$ cat config.mk
export PLATFORM = sky130hd
export DESIGN_NAME = btb_cfg
export DESIGN_NICKNAME = d
export VERILOG_FILES = /design/src/btb_pkg.sv /design/src/btb_cfg.sv
export SDC_FILE = /design/constraint.sdc
export NUM_CORES = 1
export LEC_CHECK = 0
export BUFFER_PORTS_ARGS = -buffer_cell sky130_fd_sc_hd__buf_2
export CORE_MARGIN = 2
export CORE_UTILIZATION = 40
export CTS_CLUSTER_DIAMETER = 80
export CTS_CLUSTER_SIZE = 20
export DETAILED_ROUTE_END_ITERATION = 7
export PLACE_DENSITY = 0.8
export SLEW_MARGIN = 30
export SYNTH_ARGS = -nofsm -noshare
export SYNTH_HDL_FRONTEND = slang
export SYNTH_SLANG_ARGS = --single-unit
$ cat constraint.sdc
create_clock -name clk -period 1.95 [get_ports clk]
set_input_delay 0.2925 -clock clk [delete_from_list [all_inputs] [get_ports clk]]
set_output_delay 0.2925 -clock clk [all_outputs]
set_load 0.02 [all_outputs]
$ cat src/btb_pkg.sv
// Shared types, constants and helpers for the branch target buffer.
package btb_pkg;

    localparam int ENTRIES       = 32;
    localparam int IDX_W         = $clog2(ENTRIES);
    localparam int HIST_W        = 8;
    localparam int CTR_PER_ENTRY = 1 << HIST_W;
    localparam int PRIV_DEPTH    = ENTRIES * CTR_PER_ENTRY;
    localparam int PRIV_AW       = $clog2(PRIV_DEPTH);
    localparam int TAG_W         = 30;
    localparam int CTR_W         = 2;
    localparam int ADDR_W        = 5;

    localparam logic [2:0] REG_ENTRIES_LOG2 = 3'd0;
    localparam logic [2:0] REG_HISTORY_BITS = 3'd1;
    localparam logic [2:0] REG_TAG_BITS     = 3'd2;
    localparam logic [2:0] REG_INIT_CTR     = 3'd3;
    localparam logic [2:0] REG_GLOBAL_HIST  = 3'd4;
    localparam logic [2:0] REG_SHARED_TABLE = 3'd5;
    localparam logic [2:0] REG_SHARE_MODE   = 3'd6;

    localparam logic [1:0] SHARE_PC_LOW  = 2'd1;
    localparam logic [1:0] SHARE_PC_HIGH = 2'd2;

    typedef struct packed {
        logic [2:0]        lb;
        logic [HIST_W-1:0] hm;
        logic [4:0]        tb;
        logic [CTR_W-1:0]  init;
        logic              gmode;
        logic              smode;
        logic [1:0]        share;
    } cfg_t;

    typedef struct packed {
        logic               accept;
        logic               exec;
        logic               fill;
        logic               sweep;
        logic [PRIV_AW-1:0] cnt;
    } cmd_t;

    typedef struct packed {
        logic need_fill;
        logic fill_last;
    } sts_t;

    function automatic logic [CTR_W-1:0] train(input logic [CTR_W-1:0] c, input logic tk);
        logic [CTR_W-1:0] r;
        r = c;
        if (tk)
        begin
            if (c != 2'd3)
                r = c + 2'd1;
        end
        else
        begin
            if (c != 2'd0)
                r = c - 2'd1;
        end
        return r;
    endfunction

endpackage

$ cat src/btb_cfg.sv
// Configuration registers behind the APB-style port.
module btb_cfg (
    input  logic                      clk,
    input  logic                      rst_n,
    input  logic                      psel,
    input  logic                      penable,
    input  logic                      pwrite,
    input  logic [btb_pkg::ADDR_W-1:0] paddr,
    input  logic [31:0]               pwdata,
    output logic [31:0]               prdata,
    output logic                      pready,
    output btb_pkg::cfg_t             cfg,
    output logic                      init_wr
);

    logic [2:0] entries_log2_reg;
    logic [3:0] history_bits_reg;
    logic [4:0] tag_bits_reg;
    logic [1:0] init_ctr_reg;
    logic       global_hist_reg;
    logic       shared_table_reg;
    logic [1:0] share_mode_reg;
    logic       wr;
    logic [2:0] idx;
    logic [3:0] hb;

    assign pready  = 1'b1;
    assign wr      = psel & penable & pwrite;
    assign idx     = paddr[4:2];
    assign init_wr = wr && (idx == btb_pkg::REG_INIT_CTR);

    always_ff @(posedge clk or negedge rst_n)
    begin
        if (!rst_n)
        begin
            entries_log2_reg <= 3'd5;
            history_bits_reg <= 4'd8;
            tag_bits_reg     <= 5'd25;
            init_ctr_reg     <= 2'd1;
            global_hist_reg  <= 1'b0;
            shared_table_reg <= 1'b0;
            share_mode_reg   <= 2'd0;
        end
        else if (wr)
        begin
            unique case (idx)
                btb_pkg::REG_ENTRIES_LOG2: entries_log2_reg <= pwdata[2:0];
                btb_pkg::REG_HISTORY_BITS: history_bits_reg <= pwdata[3:0];
                btb_pkg::REG_TAG_BITS:     tag_bits_reg     <= pwdata[4:0];
                btb_pkg::REG_INIT_CTR:     init_ctr_reg     <= pwdata[1:0];
                btb_pkg::REG_GLOBAL_HIST:  global_hist_reg  <= pwdata[0];
                btb_pkg::REG_SHARED_TABLE: shared_table_reg <= pwdata[0];
                btb_pkg::REG_SHARE_MODE:   share_mode_reg   <= pwdata[1:0];
                default: ;
            endcase
        end
    end

    always_comb
    begin
        unique case (idx)
            btb_pkg::REG_ENTRIES_LOG2: prdata = {29'd0, entries_log2_reg};
            btb_pkg::REG_HISTORY_BITS: prdata = {28'd0, history_bits_reg};
            btb_pkg::REG_TAG_BITS:     prdata = {27'd0, tag_bits_reg};
            btb_pkg::REG_INIT_CTR:     prdata = {30'd0, init_ctr_reg};
            btb_pkg::REG_GLOBAL_HIST:  prdata = {31'd0, global_hist_reg};
            btb_pkg::REG_SHARED_TABLE: prdata = {31'd0, shared_table_reg};
            btb_pkg::REG_SHARE_MODE:   prdata = {30'd0, share_mode_reg};
            default:                   prdata = 32'd0;
        endcase
    end

    always_comb
    begin
        if (history_bits_reg == 4'd0)
            hb = 4'd1;
        else if (history_bits_reg > 4'(btb_pkg::HIST_W))
            hb = 4'(btb_pkg::HIST_W);
        else
            hb = history_bits_reg;
        cfg.lb    = (entries_log2_reg > 3'd5) ? 3'd5 : entries_log2_reg;
        cfg.hm    = 8'((9'd1 << hb) - 9'd1);
        cfg.tb    = (tag_bits_reg > 5'd30) ? 5'd30 : tag_bits_reg;
        cfg.init  = init_ctr_reg;
        cfg.gmode = global_hist_reg;
        cfg.smode = shared_table_reg;
        cfg.share = (share_mode_reg == 2'd3) ? 2'd0 : share_mode_reg;
    end

endmodule

==> results.md <==
Final layout:
- The share of cells above drive strength 1 is 50.0%.
- The number of diodes added for antenna fixing is 0.
- The number of flip-flops in the largest register is 5.
- After routing the design area is 1520 um^2.
- The share of the core filled with cells in the final layout is 49.1%.
- In the final design database the tool counted 212 nets.
- The count of non-filler cells in the finished layout is 212.
- Compared with the post-synthesis result, the final layout area differs by 14.6%.

Place:
- The count of input and output buffers is 39.
- Routability-driven placement finished with a final weighted congestion of 0.760.
- The number of cells after detailed placement is 207.
- The placed instance area is 1440 um^2.
- The half-perimeter wire length of the detailed placement result is 1940 um.

Clock network:
- The number of setup buffers added after CTS is 0.
- The CTS tree is done.
- Clock tree synthesis found a total of 18 sinks.
- The clock tree root driver cell is clkbuf_4.
- CTS built an H-tree with a depth of 1.
- The clock passes through at most 2 buffers.
- The clock transition at the register clock pins on the worst setup and hold paths after CTS is 0.10 ns.
- For the worst-skew pair, the clock arrives at the later sink with an insertion delay of 0.29 ns.
- The number of buffers created by CTS is 3.

Setup path:
- The signal on the critical path passes through or3_4 -> ha_4 -> nor3_2 -> a21oi_1 -> o21ai_1 -> buf_4.
- The kind of end point of the critical path is a primary output.
- The critical path required time is 1.66 ns.
- The signal arrival time at the worst endpoint is 1.68 ns.
- In this design, the stage delay of the slowest critical-path cell is 0.39 ns.
- Along the worst path, the maximum fanout reaches 4.
- The setup path with the least slack is of type reg -> out.
- The largest individual stage delay along the critical path comes from the cell or3_4.
- The worst setup path is launched from a register.

Pwr:
- The combinational share of power is 44.1%.
- The proportion of total power due to net switching is 39.3%.
- The fraction of power consumed by the clock network is 16.8%.
- The leakage component of the power is 0.759 nW.
- Power spread over the standard cell area amounts to 895 nW/um^2.
- The power dissipated by switching net loads is 536 uW.
- The register share of total power is 39.1%.
- The cell-internal power is 828 uW.
- VDD sags by at most 0.528 mV.

Logic synthesis:
- The fraction of registers with async set/reset is 100%.
- Ranked by total cell area, the synthesized netlist is headed by dfrtp_1, buf_4, mux2_2, dfstp_2, mux2i_1.
- Counting every instance in the synthesized netlist gives 132.
- Yosys instantiated no cell more often than buf_4.
- During synthesis, Yosys emitted a total of 0 warnings.
- The synthesized design contains 0 enable-type register cells.
- Summing every instance area after synthesis gives 1330 um^2.
- The top cell type by area accounts for 20.7% of the synthesized area.
- By count the netlist is led by buf_4, mux2_2, dfrtp_1.
- The number of different library cells used by synthesis comes to 37.
- In the synthesized netlist the dominant register cell turns out to be dfrtp_1.
- The sequential share of the synthesized area is 34.5%.
- The leading area contributor after synthesis is dfrtp_1.
- The number of synthesized register bits is 18.
- The mean instance size in the synthesized netlist is 10.1 um^2.

Die:
- The core region is 3100 um^2.
- The floorplan step defined a die boundary enclosing 3800 um^2.
- The starting density of the core is 42.9%.
- The number of placement rows is 20.
- The width of the chip is 61.7 um.
- Pin placement for this block handled 98 I/O pins.
- The die extent in y is 61.7 um.

Global routing:
- The largest net degree at the start of global routing is 19.
- The total track usage is 14.1%.
- The via count of the first global-routing pass is 861.
- The number of antenna violations at the first check in global routing was 0.
- The global route total overflow is 0.
- The first global-routing pass estimated 3940 um of wire.

Timing:
- The number of hold violations in the final report came to 0.
- Setup slack on the critical path of the routed design comes to -0.0210 ns.
- Setup violations remaining at the end of the flow were counted as 1.
- The final-layout setup total negative slack is -0.0210 ns.
- The share of the cycle needed by the critical path after routing is 101%.
- Clock skew on the completed layout was measured at 0 ns.
- Setup repair after global routing could not meet its margin everywhere.
- The count of final max-slew check failures is 0.
- The clock period minus final worst setup slack is 1.97 ns.
- Timing would allow up to 507 MHz.

Routing:
- The overall via count from detail_route is 987.
- After the first detailed-routing iteration, the DRC count stood at 40.
- The final routed wirelength across all metal layers is 2470 um.
- The pre-antenna-repair detailed-routing pass consisted of 4 iterations.
- In the routed layout, each cell is associated on average with a via count of 4.66.
- The post-detailed-route wirelength per cell is 11.7 um.
- In the routed design, unresolved DRC markers number 0.
- The count of nets left with antenna violations after detail routing is 0.

Job:
- The number of maximum-capacitance violations is 0.

Status:
- The run finished, with violations left.
- The checks that failed: setup timing.

Worst hold path:
- In this run the worst hold path is classified as in -> reg.
## stage by stage
| stage | worst slack [ns] | hold WS, ns | power, mW |
|---|---|---|---|
| after floorplan | 0.00923 | -0.00309 | 0.984 |
| after detailed placement | 0.156 | 0.237 | 1.11 |
| final | -0.0210 | 0.232 | 1.36 |
| after CTS | -0.0250 | 0.226 | 1.38 |
| after global placement | 0.180 | 0.234 | 1.10 |
| after global routing | -0.125 | 0.225 | 1.45 |
## critical path, delay by kind of cell (launching register included)
family                     cells  cell delay, ns
and+or+nand+nor                2            0.49
DFF                            1            0.38
adders and majority gates      1            0.18
AOI/OAI and AO/OA              2            0.18
buffers and inverters          1            0.15
## cell families (layout without fill, tap and decap cells)
logic type                 after synthesis  after routing  share of synthesized area [%]
and+or+nand+nor                         31             31                           16.4
adders and majority gates                1              1                          0.941
xor gates and xnor gates                 1              1                          0.659
buffers and inverters                   42             50                           21.1
muxes                                   23             23                           19.1
other                                    2             30                          0.565
DFF                                     18             18                           34.5
AOI/OAI and AO/OA                       14             14                           6.77
## power groups by stage
stage                     Clock, mW  Sequential [mW]  Combinational (mW)
final                         0.230            0.533               0.601
after global routing          0.251            0.549               0.655
after CTS                     0.239            0.534               0.603
after detailed placement          0            0.539               0.571
after global placement            0            0.535               0.561
after floorplan                   0            0.540               0.443
## placed cells by master, fill, tap and decap left out, drive strengths merged, types with 2 or more instances in the layout
| master | count |
|---|---|
| nand4 | 2 |
| nand2 | 3 |
| inv | 2 |
| nand2b | 3 |
| o21a | 2 |
| nor2b | 4 |
| nor3 | 4 |
| o21ai | 5 |
| nor3b | 3 |
| a21oi | 2 |
| mux2 | 19 |
| conb | 30 |
| mux2i | 4 |
| dfrtp | 11 |
| dfstp | 7 |
| nor2 | 3 |
| buf | 43 |
| clkbuf | 4 |
| nand3 | 3 |
## path summary, 6_finish.rpt
kind / startpoint / to / slack [ns] / cells past startpoint
min in group asynchronous: rst_n / tag_bits_reg[1] / 0.44 / 2
max: history_bits_reg[3] / cfg[17] / -0.02 / 6
min: pwdata[4] / tag_bits_reg[4] / 0.23 / 2
max reg2reg: history_bits_reg[2] / history_bits_reg[2] / 1.06 / 2
max in group asynchronous: rst_n / init_ctr_reg[0] / 1.19 / 2
min reg2reg: shared_table_reg / shared_table_reg / 0.54 / 1
## final cells by class
type	instances	area [um^2]
clock buffers	4	36.3
fillers	329	1580
inverters	2	7.51
multi-input cells	100	726
flip-flops and latches	18	459
well taps	44	55.1
repair buffers	44	240
## layer usage
layer	up-vias	part of all wire, %	global-route usage [%]
li1	468	-	-
met1	464	42	18.1
met2	51	48	23.3
met3	4	8.4	2.94
met4	0	1.3	5.47
met5	-	0	0
## timing repair
action                     4_1_cts  5_1_grt
setup endpoints to repair        2        2
pin swaps                        1        2
hold buffers                     1        0
hold endpoints to repair        11        0
gates resized for setup          8        1
No activity file was read; power rests on OpenSTA's default activity.
