`config.mk`:
```
export PLATFORM = sky130hd
export DESIGN_NAME = btb_ctrl
export DESIGN_NICKNAME = d
export VERILOG_FILES = /design/src/btb_pkg.sv /design/src/btb_ctrl.sv
export SDC_FILE = /design/constraint.sdc
export NUM_CORES = 1
export LEC_CHECK = 0
export BUFFER_PORTS_ARGS = -buffer_cell sky130_fd_sc_hd__buf_2
export CAP_MARGIN = 20
export CORE_MARGIN = 1
export CORE_UTILIZATION = 50
export CTS_CLUSTER_DIAMETER = 60
export CTS_CLUSTER_SIZE = 28
export DETAILED_ROUTE_END_ITERATION = 6
export PLACE_DENSITY = 0.79
export SETUP_SLACK_MARGIN = 0.4
export SLEW_MARGIN = 20
export SYNTH_ARGS = -nofsm -noshare
export SYNTH_HDL_FRONTEND = slang
export SYNTH_SLANG_ARGS = --single-unit
```
`constraint.sdc`:
```
create_clock -name clk -period 1.74 [get_ports clk]
set_input_delay 0.435 -clock clk [delete_from_list [all_inputs] [get_ports clk]]
set_output_delay 0.435 -clock clk [all_outputs]
set_load 0.005 [all_outputs]
```
`src/btb_pkg.sv`:
```
// Shared types, constants and helpers for the branch target buffer.
package btb_pkg;

    localparam int ENTRIES       = 32;
    localparam int IDX_W         = $clog2(ENTRIES);
    localparam int HIST_W        = 8;
    localparam int CTR_PER_ENTRY = 1 << HIST_W;
    localparam int PRIV_DEPTH    = ENTRIES * CTR_PER_ENTRY;
    localparam int PRIV_AW       = $clog2(PRIV_DEPTH);
    localparam int TAG_W         = 30;
    localparam int CTR_W         = 2;
    localparam int ADDR_W        = 5;

    localparam logic [2:0] REG_ENTRIES_LOG2 = 3'd0;
    localparam logic [2:0] REG_HISTORY_BITS = 3'd1;
    localparam logic [2:0] REG_TAG_BITS     = 3'd2;
    localparam logic [2:0] REG_INIT_CTR     = 3'd3;
    localparam logic [2:0] REG_GLOBAL_HIST  = 3'd4;
    localparam logic [2:0] REG_SHARED_TABLE = 3'd5;
    localparam logic [2:0] REG_SHARE_MODE   = 3'd6;

    localparam logic [1:0] SHARE_PC_LOW  = 2'd1;
    localparam logic [1:0] SHARE_PC_HIGH = 2'd2;

    typedef struct packed {
        logic [2:0]        lb;
        logic [HIST_W-1:0] hm;
        logic [4:0]        tb;
        logic [CTR_W-1:0]  init;
        logic              gmode;
        logic              smode;
        logic [1:0]        share;
    } cfg_t;

    typedef struct packed {
        logic               accept;
        logic               exec;
        logic               fill;
        logic               sweep;
        logic [PRIV_AW-1:0] cnt;
    } cmd_t;

    typedef struct packed {
        logic need_fill;
        logic fill_last;
    } sts_t;

    function automatic logic [CTR_W-1:0] train(input logic [CTR_W-1:0] c, input logic tk);
        logic [CTR_W-1:0] r;
        r = c;
        if (tk)
        begin
            if (c != 2'd3)
                r = c + 2'd1;
        end
        else
        begin
            if (c != 2'd0)
                r = c - 2'd1;
        end
        return r;
    endfunction

endpackage

```
`src/btb_ctrl.sv`:
```
// Controller: item sequencing, counter refill and clearing sweep.
module btb_ctrl (
    input  logic          clk,
    input  logic          rst_n,
    input  logic          start,
    input  logic          init_wr,
    input  btb_pkg::sts_t sts,
    output btb_pkg::cmd_t cmd,
    output logic          busy
);

    typedef enum logic [1:0] {S_IDLE, S_EXEC, S_FILL, S_SWEEP} state_t;

    state_t                      state_reg;
    logic [btb_pkg::PRIV_AW-1:0] cnt_reg;

    always_ff @(posedge clk or negedge rst_n)
    begin
        if (!rst_n)
        begin
            state_reg <= S_SWEEP;
            cnt_reg   <= '0;
        end
        else
        begin
            unique case (state_reg)
                S_IDLE:
                begin
                    cnt_reg <= '0;
                    if (init_wr)
                        state_reg <= S_SWEEP;
                    else if (start)
                        state_reg <= S_EXEC;
                end
                S_EXEC:
                begin
                    cnt_reg <= '0;
                    state_reg <= sts.need_fill ? S_FILL : S_IDLE;
                end
                S_FILL:
                begin
                    if (sts.fill_last)
                        state_reg <= S_IDLE;
                    else
                        cnt_reg <= cnt_reg + 1'b1;
                end
                S_SWEEP:
                begin
                    if (cnt_reg == btb_pkg::PRIV_AW'(btb_pkg::PRIV_DEPTH - 1))
                        state_reg <= S_IDLE;
                    else
                        cnt_reg <= cnt_reg + 1'b1;
                end
                default: state_reg <= S_IDLE;
            endcase
        end
    end

    assign busy       = (state_reg != S_IDLE) || init_wr;
    assign cmd.accept = start && !busy;
    assign cmd.exec   = (state_reg == S_EXEC);
    assign cmd.fill   = (state_reg == S_FILL);
    assign cmd.sweep  = (state_reg == S_SWEEP);
    assign cmd.cnt    = cnt_reg;

endmodule

```
==> flow_summary.toml, run 1 <==
[detailed_routing]
wl_per_cell_um = 18.5
drc = 0
wirelength_um = 3360
first_iter_violations = 42
num_vias = 1108
viasPerCell = 6.12
drtPass1Iterations = 4
drtAntennaViolNets = 0

[critical_path]
reg2reg_slack_ns = -0.05
path_class = "reg -> reg"
cp-startpoint = "state_reg[0]"
reg2reg_from = "state_reg[0]"
end_kind = "register"
crit_fanout = 5
startpoint_type = "register"
r2r_cells = 7
cp.arrival_ns = 2.00
r2r_end = "cnt_reg[4]"
cp-endpoint = "cnt_reg[4]"
crit_required_ns = 1.95

[clock_tree]
cts_sinks = 15
clk_pin_slew_ns = 0.10
clock_latency_ns = 0.29
cts_buffers = 3
cts_root_buf = "clkbuf_4"
cts_tree = "yes"
h-tree-depth = 1
hold_buffers = 0
clk_path_buf_depth = 2

[global_routing]
grt_max_degree = 16
grt_pass1_vias = 958
track_usage_pct = 29.6
grt_pass1_wl_um = 4360
grt_use_met2_pct = 49.9
grtUsageMet1_pct = 36.4
grt_util_met3_pct = 4.40
grt_overflow = 0
grt.busiest_layer = "met2"
antenna_found_initial = 0

[sta]
setup_ws_ns = -0.0478
max_slew.worst_pin.slew_ns = 0.356
setup_viol = 1
max_slew_margin_pct = 76.2
min_period_ns = 1.79
maxSlewViolCount = 0
period_share_pct = 103
final_hold_viol_count = 0
clock_skew_ns = 0.00922
hold_slack_ns = 0.0370
grt_setup_unrepaired = "true"
fmax_ghz = 0.559

[synth]
synth_enable_flop_cells = 0
ys_warn_count = 0
synth.avg_cell_area_um2 = 9.25
synth.most_common_cell = "dfrtp_1"
ys_ff_latch = 15
synth_top_area_share_pct = 35.2
synth_fp_nets = 107
syn_area_um2 = 925
yosys.area.top_type = "dfrtp_1"
synth_cell_types = 35
synthTopCellsByArea = "dfrtp_1 (35%), dfstp_2 (5.7%), a21oi_1 (4.9%)"
synthArstFlopShare_pct = 100
synthCells = 100
synth_common_cells = "dfrtp_1 (13), a21oi_1 (9), nand2_1 (9)"
synthFlopType = "dfrtp_1"
yosysSeqAreaShare_pct = 40.9

[die]
initial_core_util_pct = 53.6
die_w_um = 45.0
fp.coreArea_um2 = 1730
io_pins = 24
rows = 15
die_area_um2 = 2030
die_y_um = 45.0

[flow_run]
timing.max_cap.violations = 0

[finish]
area_growth_pct = 69.1
stdcell_area_um2 = 1560
largest_register_ff_count = 13
fill_cells = 78
drive_above_1_share_pct = 66.0
nets = 164
finish.utilization_pct = 90.6
finalNonFillerCells = 181
insertedDiodeCount = 0

[placed_design]
post-dp-hpwl_um = 1410
portBuffers = 23
place_area_um2 = 1100
gp_congestion = 0.815
dp.cells = 146

[outcome]
failed_checks = "negative setup slack"
outcome = "finished with violations"

[power_and_ir_drop]
power_density_nw_per_um2 = 1000
ir_worst_vdd_mv = 0.912
leakagePower_uw = 0.000741

[worst_hold_path]
hp-class = "in -> async"
-- power breakdown --
group / total [µW] / switching [µW] / internal (µW)
Combinational: 887 / 386 / 501
Sequential: 476 / 60.0 / 416
Clock: 207 / 118 / 89.1
Total: 1570 / 564 / 1010
-- layer usage --
metal	routed length [µm]	vias up
met5	0	-
met4	74	0
met3	169	10
met2	1800	59
met1	1310	556
li1	-	483
-- critical path, stage by stage, from the launching register on --
cell     delay [ns]
dfstp_2        0.57
buf_6          0.11
buf_6          0.09
or2b_4         0.14
buf_6          0.10
nand4_1        0.11
or3_4          0.42
a21oi_2        0.16
-- cells by family (layout without fill, tap and decap cells) --
| kind of cell | count (synthesis) | count (layout) | synth area share (%) |
|---|---|---|---|
| AND/OR/NAND/NOR | 50 | 50 | 35.2 |
| flip-flops | 15 | 15 | 40.9 |
| multiplexers | 4 | 4 | 4.33 |
| adder cells (fa/ha/maj) | 1 | 1 | 1.35 |
| buffers and inverters | 8 | 64 | 4.47 |
| AO/OA/AOI/OAI | 22 | 22 | 13.8 |
-- metrics by stage --
step	setup TNS [ns]	total power, µW	worst slack [ns]
after floorplan	0	777	0.269
after global placement	0	874	0.198
after detailed placement	0	891	0.158
after CTS	0	1350	0.0343
after global routing	-0.347	1660	-0.0925
final	-0.0478	1570	-0.0478
-- placed cells by master (no fill, tap or decap), types with 5 or more instances in the layout --
| cell type | count |
|---|---|
| nand2_1 | 6 |
| buf_2 | 18 |
| buf_6 | 15 |
| buf_4 | 23 |
| dfrtp_2 | 6 |
| dfrtp_1 | 7 |
| a21oi_2 | 5 |
-- final cells by class --
class	instances	area (µm²)	area share, %
Multi-Input combinational cell	77	672	43.0
Clock buffer	4	26.3	1.68
Timing Repair Buffer	56	432	27.6
Sequential cell	15	385	24.6
Tap cell	25	31.3	2.00
Inverter	4	17.5	1.12
-- timing repair --
item | in CTS | in global routing
pin swaps | 13 | 11
endpoints found under the setup margin | 22 | 30
hold endpoints to repair | 0 | 0
gates resized for setup | 19 | 39
buffers inserted | 23 | 7
gates cloned | 1 | 0
-- worst min path at each step --
stage	to	slack, ns	depth (start not counted)
floorplan	cnt_reg[0]	0.14	0
global placement	cnt_reg[5]	0.36	1
detailed placement	cnt_reg[4]	0.36	1
CTS	cnt_reg[6]	0.05	1
global route	cnt_reg[7]	0.05	1
finish	cnt_reg[7]	0.04	1
(Power assumes the default switching activity.)
==> inputs of run 2 (changes only) <==
--- a/config.mk
+++ b/config.mk
@@ -13,7 +13,7 @@
 export CTS_CLUSTER_SIZE = 28
 export DETAILED_ROUTE_END_ITERATION = 6
 export PLACE_DENSITY = 0.79
-export SETUP_SLACK_MARGIN = 0.4
+export SETUP_SLACK_MARGIN = 0.2
 export SLEW_MARGIN = 20
 export SYNTH_ARGS = -nofsm -noshare
 export SYNTH_HDL_FRONTEND = slang
==> run 2 against run 1 <==
  * The run now ends clean
  * Clock skew fell by 0.0042 ns
  * Flip-flop and latch count stayed put
  * Largest cell class unchanged
  * Worst hold slack worse by 0.0075 ns
  * Non-clock buffer count is 14 lower
==> flow_summary.toml, run 2 (synthesis results as in run 1) <==
[critical_path]
max_stage_delay_ns = 0.39
r2r_end = "cnt_reg[10]"
startpoint_type = "register"
crit_required_ns = 1.30
reg2reg_from = "cnt_reg[0]"
path_class = "reg -> out"
reg2reg_slack_ns = 0.03
worstPathCellList = "or3_4 -> nor2_1 -> buf_2"
cp_top_family = "simple AND/OR/NAND/NOR gates"
crit_fanout = 3
crit_slowest_cell = "dfstp_2"
critPathBufInv = 1
r2r_cells = 5
cp.arrival_ns = 1.28
end_kind = "primary output"

[sta]
clock_skew_ns = 0.00500
maxSlewViolCount = 0
max_slew.worst_pin.slew_ns = 0.344
grt_setup_unrepaired = "true"
period_share_pct = 98.4
setup_viol = 0
fmax_ghz = 0.584
finalSetupTns_ns = 0
final_hold_viol_count = 0
max_slew_margin_pct = 77.0
setup_ws_ns = 0.0270
min_period_ns = 1.71

[die]
io_pins = 24
fp.coreArea_um2 = 1730
rows = 15
die_w_um = 45.0
die_y_um = 45.0
initial_core_util_pct = 53.6
die_area_um2 = 2030

[detailed_routing]
wirelength_um = 2830
drc = 0
wl_per_cell_um = 17.0
drtAntennaViolNets = 0
drtPass1Iterations = 4
first_iter_violations = 34
viasPerCell = 5.90
num_vias = 985

[clock_tree]
cts_root_buf = "clkbuf_4"
clock_latency_ns = 0.29
cts_tree = "yes"
clk_path_buf_depth = 2
cts_sinks = 15
cts_buffers = 3
clk_pin_slew_ns = 0.09
h-tree-depth = 1
hold_buffers = 0

[placed_design]
dp_slack_ns = 0.0950
gp_congestion = 0.808
portBuffers = 23
place_area_um2 = 1060
post-dp-hpwl_um = 1450

[global_routing]
grt_pass1_wl_um = 3900
grt_pass1_vias = 865
grt_overflow = 0
track_usage_pct = 26.9
antenna_found_initial = 0
grt_max_degree = 16

[power_and_ir_drop]
power_density_nw_per_um2 = 1080
swShare_pct = 37.2
p_comb_share_pct = 53.4
p_int_uw = 939
ir_worst_vdd_mv = 1.27
seq_power_share_pct = 32.9
p_sw_uw = 556
power.total_uw = 1500
leakagePower_uw = 0.000625
pwr-share-clk_pct = 13.6

[finish]
insertedDiodeCount = 0
area_growth_pct = 49.1
mostFrequentLayoutCells = "buf_2 (21), buf_4 (11), buf_6 (10), dfrtp_1 (10), nand2_1 (7)"
stdcell_area_um2 = 1380
fill_cells = 109
final_common_cell = "buf_2"
finish.utilization_pct = 79.9
nets = 150
drive_above_1_share_pct = 55.6
largest_register_ff_count = 13

[worst_hold_path]
hp-class = "in -> async"

[flow_run]
timing.max_cap.violations = 0

[outcome]
outcome = "finished clean"
## run 2: cell type report
class	count	area, µm²	share of cell area [%]
Clock buffer	3	22.5	1.63
Clock inverter	1	5.00	0.363
Inverter	4	17.5	1.27
Multi-Input combinational cell	77	621	45.0
Sequential cell	15	382	27.7
Tap cell	25	31.3	2.27
Timing Repair Buffer	42	300	21.8
## run 2: through the flow
step,hold slack [ns],instances
floorplan,0.139,100
global placement,0.356,146
detailed placement,0.357,146
CTS,0.0376,160
global route,0.0551,167
finish,0.0295,167
## run 2: routing by layer
metal / global-route usage [%] / vias to the layer above / wire length, µm
met5: 0 / - / 0
met4: 12.7 / 0 / 94
met3: 3.60 / 10 / 108
met2: 45.8 / 40 / 1490
met1: 33.5 / 485 / 1140
li1: - / 450 / -
## run 2: worst max-delay path by stage
stage / startpoint / endpoint / slack (ns) / depth (start not counted)
after floorplan: state_reg[0] / cnt_reg[10] / 0.22 / 5
after global placement: cnt_reg[0] / cnt_reg[6] / 0.15 / 6
after detailed placement: cnt_reg[0] / cnt_reg[5] / 0.1 / 6
after CTS: state_reg[0] / cmd[16] / 0.02 / 3
after global routing: cnt_reg[0] / cnt_reg[10] / -0.03 / 5
final: state_reg[0] / cmd[16] / 0.03 / 3
## run 2: power by group through the flow
stage | logic, µW | clock network (µW) | registers [µW]
after floorplan | 277 | 0 | 454
after global placement | 331 | 0 | 505
after detailed placement | 346 | 0 | 511
after CTS | 521 | 207 | 474
after global routing | 844 | 220 | 496
final | 799 | 204 | 493
## run 2: timing repair
| item | 4_1_cts | 5_1_grt |
|---|---|---|
| hold endpoints to repair | 0 | 0 |
| setup endpoints to repair | 16 | 19 |
| gates cloned | 1 | 0 |
| resized for setup | 10 | 34 |
| pin swaps | 9 | 15 |
| buffers inserted | 9 | 7 |
